==> config.mk <==
export PLATFORM = sky130hd
export DESIGN_NAME = binomial_coefficient
export DESIGN_NICKNAME = d
export VERILOG_FILES = /design/src/design/bc_pkg.sv /design/src/design/binomial_coefficient.sv /design/src/design/bc_datapath.sv /design/src/design/bc_ctrl.sv
export SDC_FILE = /design/constraint.sdc
export NUM_CORES = 1
export LEC_CHECK = 0
export BUFFER_PORTS_ARGS = -buffer_cell sky130_fd_sc_hd__buf_2
export CORE_MARGIN = 3
export CORE_UTILIZATION = 45
export CTS_CLUSTER_SIZE = 24
export DETAILED_ROUTE_END_ITERATION = 6
export SYNTH_ARGS = -nofsm -noshare
export SYNTH_HDL_FRONTEND = slang
export SYNTH_SLANG_ARGS = --single-unit
export TNS_END_PERCENT = 10
==> constraint.sdc <==
create_clock -name clk_i -period 6.25 [get_ports clk_i]
set_input_delay 0.3125 -clock clk_i [delete_from_list [all_inputs] [get_ports clk_i]]
set_output_delay 0.3125 -clock clk_i [all_outputs]
set_load 0.05 [all_outputs]
==> src/design/bc_pkg.sv <==
`timescale 1ns / 1ps

package bc_pkg;

  // field widths
  localparam int unsigned NW = 6;
  localparam int unsigned VW = 31;
  // product of a value and a 6-bit factor
  localparam int unsigned PW = VW + NW;
  localparam int unsigned CW = $clog2(PW);

  localparam int unsigned MAX_N_DEF = 63;
  localparam logic [VW-1:0] VALUE_MAX = {VW{1'b1}};

  typedef struct packed {
    logic [NW-1:0] n;
    logic [NW-1:0] k;
  } in_t;

  typedef struct packed {
    logic [VW-1:0] value;
    logic          overflow;
    logic          k_above_n;
  } out_t;

  // controller to datapath
  typedef struct packed {
    logic load;
    logic mul;
    logic div;
    logic update;
  } cmd_t;

  // datapath to controller
  typedef struct packed {
    logic k_above;
    logic k_zero;
    logic div_last;
    logic over;
    logic last;
  } sts_t;

endpackage

==> src/design/binomial_coefficient.sv <==
`timescale 1ns / 1ps

// Computes C(n,k) for 6-bit n and k, one item at a time. k is first reduced to
// min(k, n-k); each of those steps is one multiply, a pass of the bit-serial
// restoring divider in the datapath and one update, with setup and handoff
// states around the steps. Work stops early once the running value passes
// 2^31-1: the result then saturates with overflow set. k above n gives value
// 0 with k_above_n set. n above MaxN is clamped to MaxN. A finished result
// sits in the output register while the next item is accepted.
module binomial_coefficient #(
  parameter int unsigned MaxN = bc_pkg::MAX_N_DEF
) (
  input  logic          clk_i,
  input  logic          rst_ni,
  input  logic          in_valid_i,
  output logic          in_ready_o,
  input  bc_pkg::in_t   in_data_i,
  output logic          out_valid_o,
  input  logic          out_ready_i,
  output bc_pkg::out_t  out_data_o
);

  bc_pkg::cmd_t cmd;
  bc_pkg::sts_t sts;
  bc_pkg::out_t result;
  logic         out_load;
  logic         out_free;
  logic         out_valid_q, out_valid_d;
  bc_pkg::out_t out_data_q;

  assign out_free = ~out_valid_q | out_ready_i;

  bc_ctrl u_ctrl (
    .clk_i      (clk_i),
    .rst_ni     (rst_ni),
    .in_valid_i (in_valid_i),
    .in_ready_o (in_ready_o),
    .out_free_i (out_free),
    .out_load_o (out_load),
    .sts_i      (sts),
    .cmd_o      (cmd)
  );

  bc_datapath #(
    .MaxN (MaxN)
  ) u_datapath (
    .clk_i     (clk_i),
    .rst_ni    (rst_ni),
    .in_data_i (in_data_i),
    .cmd_i     (cmd),
    .sts_o     (sts),
    .result_o  (result)
  );

  always_comb begin
    out_valid_d = out_valid_q;
    if (out_ready_i) begin
      out_valid_d = 1'b0;
    end
    if (out_load) begin
      out_valid_d = 1'b1;
    end
  end

  always_ff @(posedge clk_i or negedge rst_ni) begin
    if (!rst_ni) begin
      out_valid_q <= 1'b0;
    end else begin
      out_valid_q <= out_valid_d;
    end
  end

  always_ff @(posedge clk_i) begin
    if (out_load) begin
      out_data_q <= result;
    end
  end

  assign out_valid_o = out_valid_q;
  assign out_data_o  = out_data_q;

  a_k_above_zero: assert property (@(posedge clk_i) disable iff (!rst_ni)
    out_valid_o && out_data_o.k_above_n |-> out_data_o.value == '0 && !out_data_o.overflow)
    else $error("k above n result not zero");

  a_ovf_sat: assert property (@(posedge clk_i) disable iff (!rst_ni)
    out_valid_o && out_data_o.overflow |-> out_data_o.value == bc_pkg::VALUE_MAX)
    else $error("overflow result not saturated");

  a_busy_after_accept: assert property (@(posedge clk_i) disable iff (!rst_ni)
    in_valid_i && in_ready_o |=> !in_ready_o)
    else $error("item accepted while busy");

  a_load_free: assert property (@(posedge clk_i) disable iff (!rst_ni)
    out_load |-> !out_valid_q || out_ready_i)
    else $error("result overwritten before taken");

endmodule

==> src/design/bc_datapath.sv <==
`timescale 1ns / 1ps

module bc_datapath #(
  parameter int unsigned MaxN = bc_pkg::MAX_N_DEF
) (
  input  logic          clk_i,
  input  logic          rst_ni,
  input  bc_pkg::in_t   in_data_i,
  input  bc_pkg::cmd_t  cmd_i,
  output bc_pkg::sts_t  sts_o,
  output bc_pkg::out_t  result_o
);

  localparam int unsigned NW = bc_pkg::NW;
  localparam int unsigned VW = bc_pkg::VW;
  localparam int unsigned PW = bc_pkg::PW;
  localparam int unsigned CW = bc_pkg::CW;

  logic [NW-1:0] n_q, n_d;
  logic [NW-1:0] kr_q, kr_d;
  logic [NW-1:0] i_q, i_d;
  logic [VW-1:0] acc_q, acc_d;
  logic [PW-1:0] quo_q, quo_d;
  logic [NW-1:0] rem_q, rem_d;
  logic [CW-1:0] cnt_q, cnt_d;
  logic          kab_q, kab_d;
  logic          ovf_q, ovf_d;

  logic [NW-1:0] n_c;
  logic [NW-1:0] n_minus_k;
  logic [NW-1:0] divisor;
  logic [NW:0]   rem_sh;
  logic [NW:0]   rem_sub;
  logic          q_bit;
  logic [NW-1:0] factor;
  logic          quo_over;

  always_comb begin
    n_c = in_data_i.n;
    if (32'(in_data_i.n) > MaxN) begin
      n_c = NW'(MaxN);
    end
    n_minus_k = n_c - in_data_i.k;
  end

  assign divisor  = i_q + NW'(1);
  assign factor   = n_q - i_q;
  assign rem_sh   = {rem_q, quo_q[PW-1]};
  assign rem_sub  = rem_sh - {1'b0, divisor};
  assign q_bit    = (rem_sh >= {1'b0, divisor});
  assign quo_over = |quo_q[PW-1:VW];

  always_comb begin
    n_d   = n_q;
    kr_d  = kr_q;
    i_d   = i_q;
    acc_d = acc_q;
    quo_d = quo_q;
    rem_d = rem_q;
    cnt_d = cnt_q;
    kab_d = kab_q;
    ovf_d = ovf_q;
    if (cmd_i.load) begin
      n_d   = n_c;
      kab_d = (in_data_i.k > n_c);
      kr_d  = (in_data_i.k > n_minus_k) ? n_minus_k : in_data_i.k;
      i_d   = '0;
      acc_d = VW'(1);
      ovf_d = 1'b0;
    end
    if (cmd_i.mul) begin
      quo_d = PW'(acc_q) * PW'(factor);
      rem_d = '0;
      cnt_d = '0;
    end
    if (cmd_i.div) begin
      // restoring division, one quotient bit per cycle
      quo_d = {quo_q[PW-2:0], q_bit};
      rem_d = q_bit ? rem_sub[NW-1:0] : rem_sh[NW-1:0];
      cnt_d = cnt_q + CW'(1);
    end
    if (cmd_i.update) begin
      acc_d = quo_q[VW-1:0];
      i_d   = i_q + NW'(1);
      ovf_d = quo_over;
    end
  end

  always_ff @(posedge clk_i or negedge rst_ni) begin
    if (!rst_ni) begin
      n_q   <= '0;
      kr_q  <= '0;
      i_q   <= '0;
      acc_q <= '0;
      cnt_q <= '0;
      kab_q <= 1'b0;
      ovf_q <= 1'b0;
    end else begin
      n_q   <= n_d;
      kr_q  <= kr_d;
      i_q   <= i_d;
      acc_q <= acc_d;
      cnt_q <= cnt_d;
      kab_q <= kab_d;
      ovf_q <= ovf_d;
    end
  end

  always_ff @(posedge clk_i) begin
    quo_q <= quo_d;
    rem_q <= rem_d;
  end

  assign sts_o.k_above  = kab_q;
  assign sts_o.k_zero   = (kr_q == '0);
  assign sts_o.div_last = (cnt_q == CW'(PW - 1));
  assign sts_o.over     = quo_over;
  assign sts_o.last     = ((i_q + NW'(1)) == kr_q);

  always_comb begin
    result_o.k_above_n = kab_q;
    result_o.overflow  = ovf_q & ~kab_q;
    if (kab_q) begin
      result_o.value = '0;
    end else if (ovf_q) begin
      result_o.value = bc_pkg::VALUE_MAX;
    end else begin
      result_o.value = acc_q;
    end
  end

endmodule

==> src/design/bc_ctrl.sv <==
`timescale 1ns / 1ps

module bc_ctrl (
  input  logic          clk_i,
  input  logic          rst_ni,
  input  logic          in_valid_i,
  output logic          in_ready_o,
  input  logic          out_free_i,
  output logic          out_load_o,
  input  bc_pkg::sts_t  sts_i,
  output bc_pkg::cmd_t  cmd_o
);

  typedef enum logic [5:0] {
    ST_IDLE  = 6'b000001,
    ST_START = 6'b000010,
    ST_MUL   = 6'b000100,
    ST_DIV   = 6'b001000,
    ST_CHK   = 6'b010000,
    ST_DONE  = 6'b100000
  } state_e;

  state_e state_q, state_d;

  always_comb begin
    state_d    = state_q;
    cmd_o      = '0;
    in_ready_o = 1'b0;
    out_load_o = 1'b0;
    case (state_q)
      ST_IDLE: begin
        in_ready_o = 1'b1;
        if (in_valid_i) begin
          cmd_o.load = 1'b1;
          state_d    = ST_START;
        end
      end
      ST_START: begin
        if (sts_i.k_above || sts_i.k_zero) begin
          state_d = ST_DONE;
        end else begin
          state_d = ST_MUL;
        end
      end
      ST_MUL: begin
        cmd_o.mul = 1'b1;
        state_d   = ST_DIV;
      end
      ST_DIV: begin
        cmd_o.div = 1'b1;
        if (sts_i.div_last) begin
          state_d = ST_CHK;
        end
      end
      ST_CHK: begin
        cmd_o.update = 1'b1;
        // coefficient only grows from here, so stop on overflow
        if (sts_i.over || sts_i.last) begin
          state_d = ST_DONE;
        end else begin
          state_d = ST_MUL;
        end
      end
      ST_DONE: begin
        if (out_free_i) begin
          out_load_o = 1'b1;
          state_d    = ST_IDLE;
        end
      end
      default: begin
        state_d = ST_IDLE;
      end
    endcase
  end

  always_ff @(posedge clk_i or negedge rst_ni) begin
    if (!rst_ni) begin
      state_q <= ST_IDLE;
    end else begin
      state_q <= state_d;
    end
  end

endmodule

Word level (Yosys, flattened, before mapping)
Cells that the tools add are included.
{"block": "totals", "reg_bits": 140, "input_bits": 16, "output_inout_bits": 35, "word_cells": 76}
{"block": "classes", "add_sub_neg": 5, "multipliers": 1, "order_cmp": 3, "eq_ne": 11, "mux": 30, "bitwise": 4, "reduce_logical": 8}
{"operator": "$mux 31", "count": 3}
{"operator": "$mux 37", "count": 2}
{"operator": "$mux 6", "count": 12}
{"operator": "$mul 31x6->37", "count": 1}
{"operator": "$pmux 6 s6", "count": 1}
{"operator": "$sub 6x6->6", "count": 3}
{"operator": "$add 6x1->6 const B", "count": 2}
{"operator": "$eq 6x6->1 const B", "count": 2}
{"operator": "$gt 6x6->1", "count": 2}
{"operator": "$mux 1", "count": 12}
{"operator": "$ge 7x6->1", "count": 1}
{"operator": "$eq 6x1->1 const B", "count": 1}
{"operator": "$eq 6x2->1 const B", "count": 1}
{"operator": "$eq 6x3->1 const B", "count": 1}
{"operator": "$eq 6x4->1 const B", "count": 1}
{"operator": "$eq 6x5->1 const B", "count": 1}
{"operator": "$eq 6x6->1", "count": 1}
{"operator": "$logic_not 6->1", "count": 1}
{"operator": "$ne 2x2->1 const B", "count": 3}
{"operator": "$reduce_bool 2->1", "count": 3}
{"operator": "$reduce_or 6->1", "count": 1}
{"operator": "$reduce_and 3->1", "count": 1}
{"operator": "$logic_or 1x1->1", "count": 2}
{"operator": "$not 1->1", "count": 2}
{"operator": "2 further kinds", "count": 2}

Logic depth before layout (Yosys ltp)
{"block": "logic_depth", "depth_word": 5, "depth_mapped": 25, "depth_no_buf": 23}

Modules after synthesis
A second synthesis with hierarchy kept.
{"block": "unflattened", "cells_unflattened": 1411, "hier_area_um2": 12907.4}
{"module": "bc_datapath", "instances": 1, "cells_each": 1331, "area_each_um2": 11476.0, "seq_area_each_um2": 2717.6}
{"module": "binomial_coefficient", "instances": 1, "cells_each": 36, "area_each_um2": 1038.5, "seq_area_each_um2": 1016.0}
{"module": "bc_ctrl", "instances": 1, "cells_each": 44, "area_each_um2": 392.9, "seq_area_each_um2": 151.4}

Worst setup path before layout
Ideal clock, no wire load.
{"block": "synth_timing", "kind": "reg-to-reg", "start": "reg u_datapath.i_q[1]", "end": "reg u_datapath.quo_q[35] (data pin)", "setup_ns": 0.256, "arrival_time_ns": 5.226, "required_ns": 5.994, "setup_slack_ns": 0.768, "stages_incl_launch_ff": 23, "path_buffers": 1, "period_less_slack_ns": 5.482, "cell_sequence": "dfrtp_1 inv_1 ha_1 a21o_1 a21o_1 a21o_1 a21oi_1 xnor2_1 clkbuf_1 nand2_1 fa_1 fa_1 fa_1 inv_1 ha_1 a211oi_1 o21a_4 a2111oi_4 o21ai_2 o41ai_4 nand3_1 mux2i_1 nor2_1"}
{"block": "synth_via", "elab_chain_cells": 4}
{"element": "from (decl)", "line": "bc_datapath.sv:21", "rtl": "logic [NW-1:0] i_q, i_d;"}
{"element": "from (signal assigned)", "line": "bc_datapath.sv:101", "rtl": "i_q <= i_d;"}
{"element": "$sub 6x6->6", "line": "bc_datapath.sv:47", "rtl": "assign factor = n_q - i_q;"}
{"element": "$mul 31x6->37", "line": "bc_datapath.sv:72", "rtl": "quo_d = PW'(acc_q) * PW'(factor);"}
{"element": "$mux 37", "line": "bc_datapath.sv:71", "rtl": "if (cmd_i.mul) begin"}
{"element": "$mux 37", "line": "bc_datapath.sv:76", "rtl": "if (cmd_i.div) begin"}
{"element": "named net u_datapath.quo_d[35]", "line": "bc_datapath.sv:23", "rtl": "logic [PW-1:0] quo_q, quo_d;"}
{"element": "to (signal assigned)", "line": "bc_datapath.sv:110", "rtl": "quo_q <= quo_d;"}
{"element": "to (decl)", "line": "bc_datapath.sv:23"}
The timed path passes the listed nets, and every way through them passes these cells. The select of a mux whose other input is x is not followed.
A chain may end at the register's enable or synchronous reset.

Worst setup path after layout
{"block": "layout_timing", "start": "reg u_datapath.i_q[1]", "end": "reg u_datapath.quo_q[22] (data pin)"}
The elaborated chain is that of the path after synthesis.

==> run_results.csv <==
group,metric,value,unit
timing,final_max_slew_viol_count,0,
global_routing,grt_overflow,0,
global_routing,groute.usage.overall,0.214,
pwr,p_int,0.00220,W
worst_setup_path,worstPathMaxFanout,11,
yosys,yosys_warnings,0,
drt,route.antenna.remaining_nets,0,
timing,fin_setup_tns,0,ns
drt,viasPerCell,5.27,
placed_design,place_hpwl,22000,µm
placed_design,pre_cts_ws,0.288,ns
yosys,synth_fp_nets,1566,
layout,layoutNonFillerInstCount,1778,
layout,fin_nets,1600,
drt,post_drt_wl_per_cell,17.2,µm
pwr,clkPwrFrac,0.268,
global_routing,grt_pass1_wl,51400,µm
die,die_y,173,µm
timing,rsz0062_at_grt,"true",
pwr,vdd_drop_max,0.000198,V
layout,fillCellCount,2512,
pwr,switchingPower,0.00157,W
pwr,swShare,0.416,
layout,num_antenna_cells,0,
timing,fin_crit_sh,0.956,
yosys,synth.most_common_cell,"nand2_1",
yosys,yosys.area.top_type,"fa_1",
drt,vias,9372,
timing,relSlewSlack,0.247,
yosys,seq_area_frac_synth,0.311,
die,rows,60,
clocking,cts_tree,"yes",
global_routing,antenna_found_initial,0,
yosys,syn_area_per_cell,9.19,µm²
pwr,power_density,273,mW/mm²
clocking,clk_pin_slew_worst_paths,0.07,ns
clocking,htree_levels,4,
drt,drt_pass1_iterations,7,
placed_design,dp.cells,1745,
die,start_util,0.461,
worst_setup_path,cp.required,6.39,ns
yosys,synth_seq_cells,140,
timing,postLayoutSetupSlackWorst,0.277,ns
die,dieArea,0.0298,mm²
placed_design,port_buffers,50,
pwr,totalPowerFinal,0.00377,W
hold_path,min_path_type,"in2reg",
pwr,pwr-share-seq,0.321,
layout,multi_input_area,0.00786,mm²
yosys,netlist_area,0.0125,mm²
yosys,ys_types,70,
placed_design,gp_congestion,0.928,
layout,area_delta_synth_final,10.5,%
layout,finalInstanceArea,0.0138,mm²
timing,fin_crit,5.97,ns
clocking,cts_sinks,140,
pwr,comb_power_share,0.411,
die,die_w,173,µm
yosys,syn_inst,1359,
global_routing,grt_max_degree,65,
drt,drt_iter0_drc,700,
placed_design,placed_area,0.0132,mm²
pwr,leakage,5.78,nW
die,ios,51,
outcome,status,"finished, final reports clean",
timing,setup_viol,0,
timing,fin_worst_skew,0.0152,ns
clocking,root_buffer,"clkbuf_16",
yosys,synthArstFlopShare,0.457,
timing,worst_pin_slew,1.13,ns
worst_setup_path,start_kind,"register",
clocking,cts_buffers,17,
timing,max_freq,167,MHz
drt,wl,30500,µm
global_routing,grt_pass1_vias,9727,
yosys,synthTopCellsByCount,"205 x nand2_1, 157 x inv_1, 120 x fa_1",
timing,hold_viol,0,
clocking,clock_latency,0.43,ns
worst_setup_path,cp-end-kind,"register",
clocking,cts.path.max_buffers,2,
drt,drcViolationCount,0,
yosys,yosys-top-cells-area,"fa_1 19%, edfxtp_1 18%, dfrtp_1 13%, ha_1 7.1%, nand2_1 6.2%",
yosys,ys.flop_type,"edfxtp_1",
layout,drive_above_1_share,0.102,
worst_setup_path,worstPathArrival,6.11,ns
layout,seq_area,0.00388,mm²
yosys,yosys.area.top_type_share,0.192,
run,max_cap_violations,0,
worst_setup_path,critical_path_class,"reg2reg",
die,core,0.0271,mm²
yosys,synth_edf_count,76,
[path summary, 6_finish.rpt]
kind | start | end | slack, ns | depth (start not counted)
max in group asynchronous | rst_ni | u_datapath.acc_q[6]$_DFFE_PN0P_ | 5.51 | 2
setup reg to reg | u_datapath.i_q[1]$_DFFE_PN0P_ | u_datapath.quo_q[22]$_DFFE_PP_ | 0.28 | 23
hold / removal | in_data_i[10] | u_datapath.n_q[4]$_DFFE_PN0P_ | 0.11 | 3
setup / recovery | u_datapath.i_q[1]$_DFFE_PN0P_ | u_datapath.quo_q[22]$_DFFE_PP_ | 0.28 | 23
min in group asynchronous | rst_ni | u_datapath.acc_q[27]$_DFFE_PN0P_ | 0.12 | 2
hold reg to reg | u_datapath.quo_q[2]$_DFFE_PP_ | u_datapath.acc_q[2]$_DFFE_PN0P_ | 0.49 | 2
[what timing repair did]
action,4_1_cts,5_1_grt
hold buffers,0,0
resized for setup,0,6
setup endpoints to repair,0,10
setup buffers,0,1
[critical path, cell delays in order, from the launching register on]
cell	delay, ns
dfrtp_1	0.41
inv_1	0.11
ha_1	0.30
a21o_1	0.16
a21o_1	0.20
a21o_1	0.19
a21oi_2	0.17
xnor2_2	0.08
buf_4	0.19
and2_1	0.18
fa_1	0.53
inv_1	0.05
fa_1	0.50
fa_1	0.55
inv_1	0.04
ha_1	0.36
a21oi_1	0.20
o211ai_1	0.18
a21oi_2	0.28
o22ai_4	0.14
a31o_2	0.29
a21oi_1	0.22
xor2_1	0.22
a21oi_1	0.11
[kinds of logic (layout without fill, tap and decap cells)]
kind of cell,Yosys count,count (layout),synth area share
AO/OA/AOI/OAI,230,230,0.119
XOR/XNOR,50,50,0.0351
adder cells (fa/ha/maj),191,191,0.263
buffers and inverters,217,264,0.0664
flip-flops,140,140,0.311
multiplexers,11,11,0.00912
AND/OR/NAND/NOR,520,520,0.196
[power by group through the flow]
stage | sequential [W] | combinational [W] | clock [W]
2_1_floorplan | 0.00123 | 0.000991 | 0
3_3_place_gp | 0.00123 | 0.00152 | 0
3_5_place_dp | 0.00123 | 0.00153 | 0
4_1_cts | 0.00121 | 0.00154 | 0.00103
5_1_grt | 0.00123 | 0.00173 | 0.00107
6_report | 0.00121 | 0.00155 | 0.00101
[layout make-up]
cell class              count  share of cell area
well taps                 372              0.0337
flip-flops and latches    140               0.281
clock buffers              19              0.0321
clock inverters            13             0.00952
repair buffers             74              0.0312
multi-input cells        1002               0.569
inverters                 158              0.0430
[placed cells by master (no fill, tap or decap), types with 4 or more instances in the layout]
cell and instances:
inv_1 156, xor2_1 20, o21bai_1 7, nor2b_1 9
and2_1 97, o22ai_1 4, a21oi_1 64, o21ai_0 68
nand4_1 10, clkbuf_16 17, dfrtp_1 63, nor4_1 5
nand3b_1 5, fa_1 120, nand2_1 205, ha_1 71
nor2_1 118, buf_4 24, buf_2 50, nand3_1 17
mux2i_1 8, o21a_1 8, a21o_1 18, edfxtp_1 76
o21ai_1 17, nor3_1 5, nand2b_1 32, inv_6 4
a21oi_2 5, xnor2_1 26
[per-layer routing]
layer / vias up / share of wire / global-route usage
met2: 222 / 0.48 / 0.352
met1: 4636 / 0.47 / 0.301
met5: - / 0 / 0
met3: 35 / 0.039 / 0.0248
met4: 0 / 0.019 / 0.0602
li1: 4479 / - / -
[through the flow]
stage / util / hold WS (ns)
CTS: 0.508 / 0.0996
global placement: 0.486 / 0.462
global route: 0.509 / 0.110
floorplan: - / 0.0169
detailed placement: 0.486 / 0.471
finish: 0.509 / 0.107
[sequential cells by signal, indices dropped and copies added, names as in the netlist, 6 cells and up]
register,flops
out_data_o,33
u_datapath.quo_q,37
u_datapath.n_q,6
u_datapath.kr_q,6
u_datapath.cnt_q,6
u_datapath.rem_q,6
u_datapath.i_q,6
u_datapath.acc_q,31
u_ctrl.state_q,6
Power figures use the tool's default switching activity.
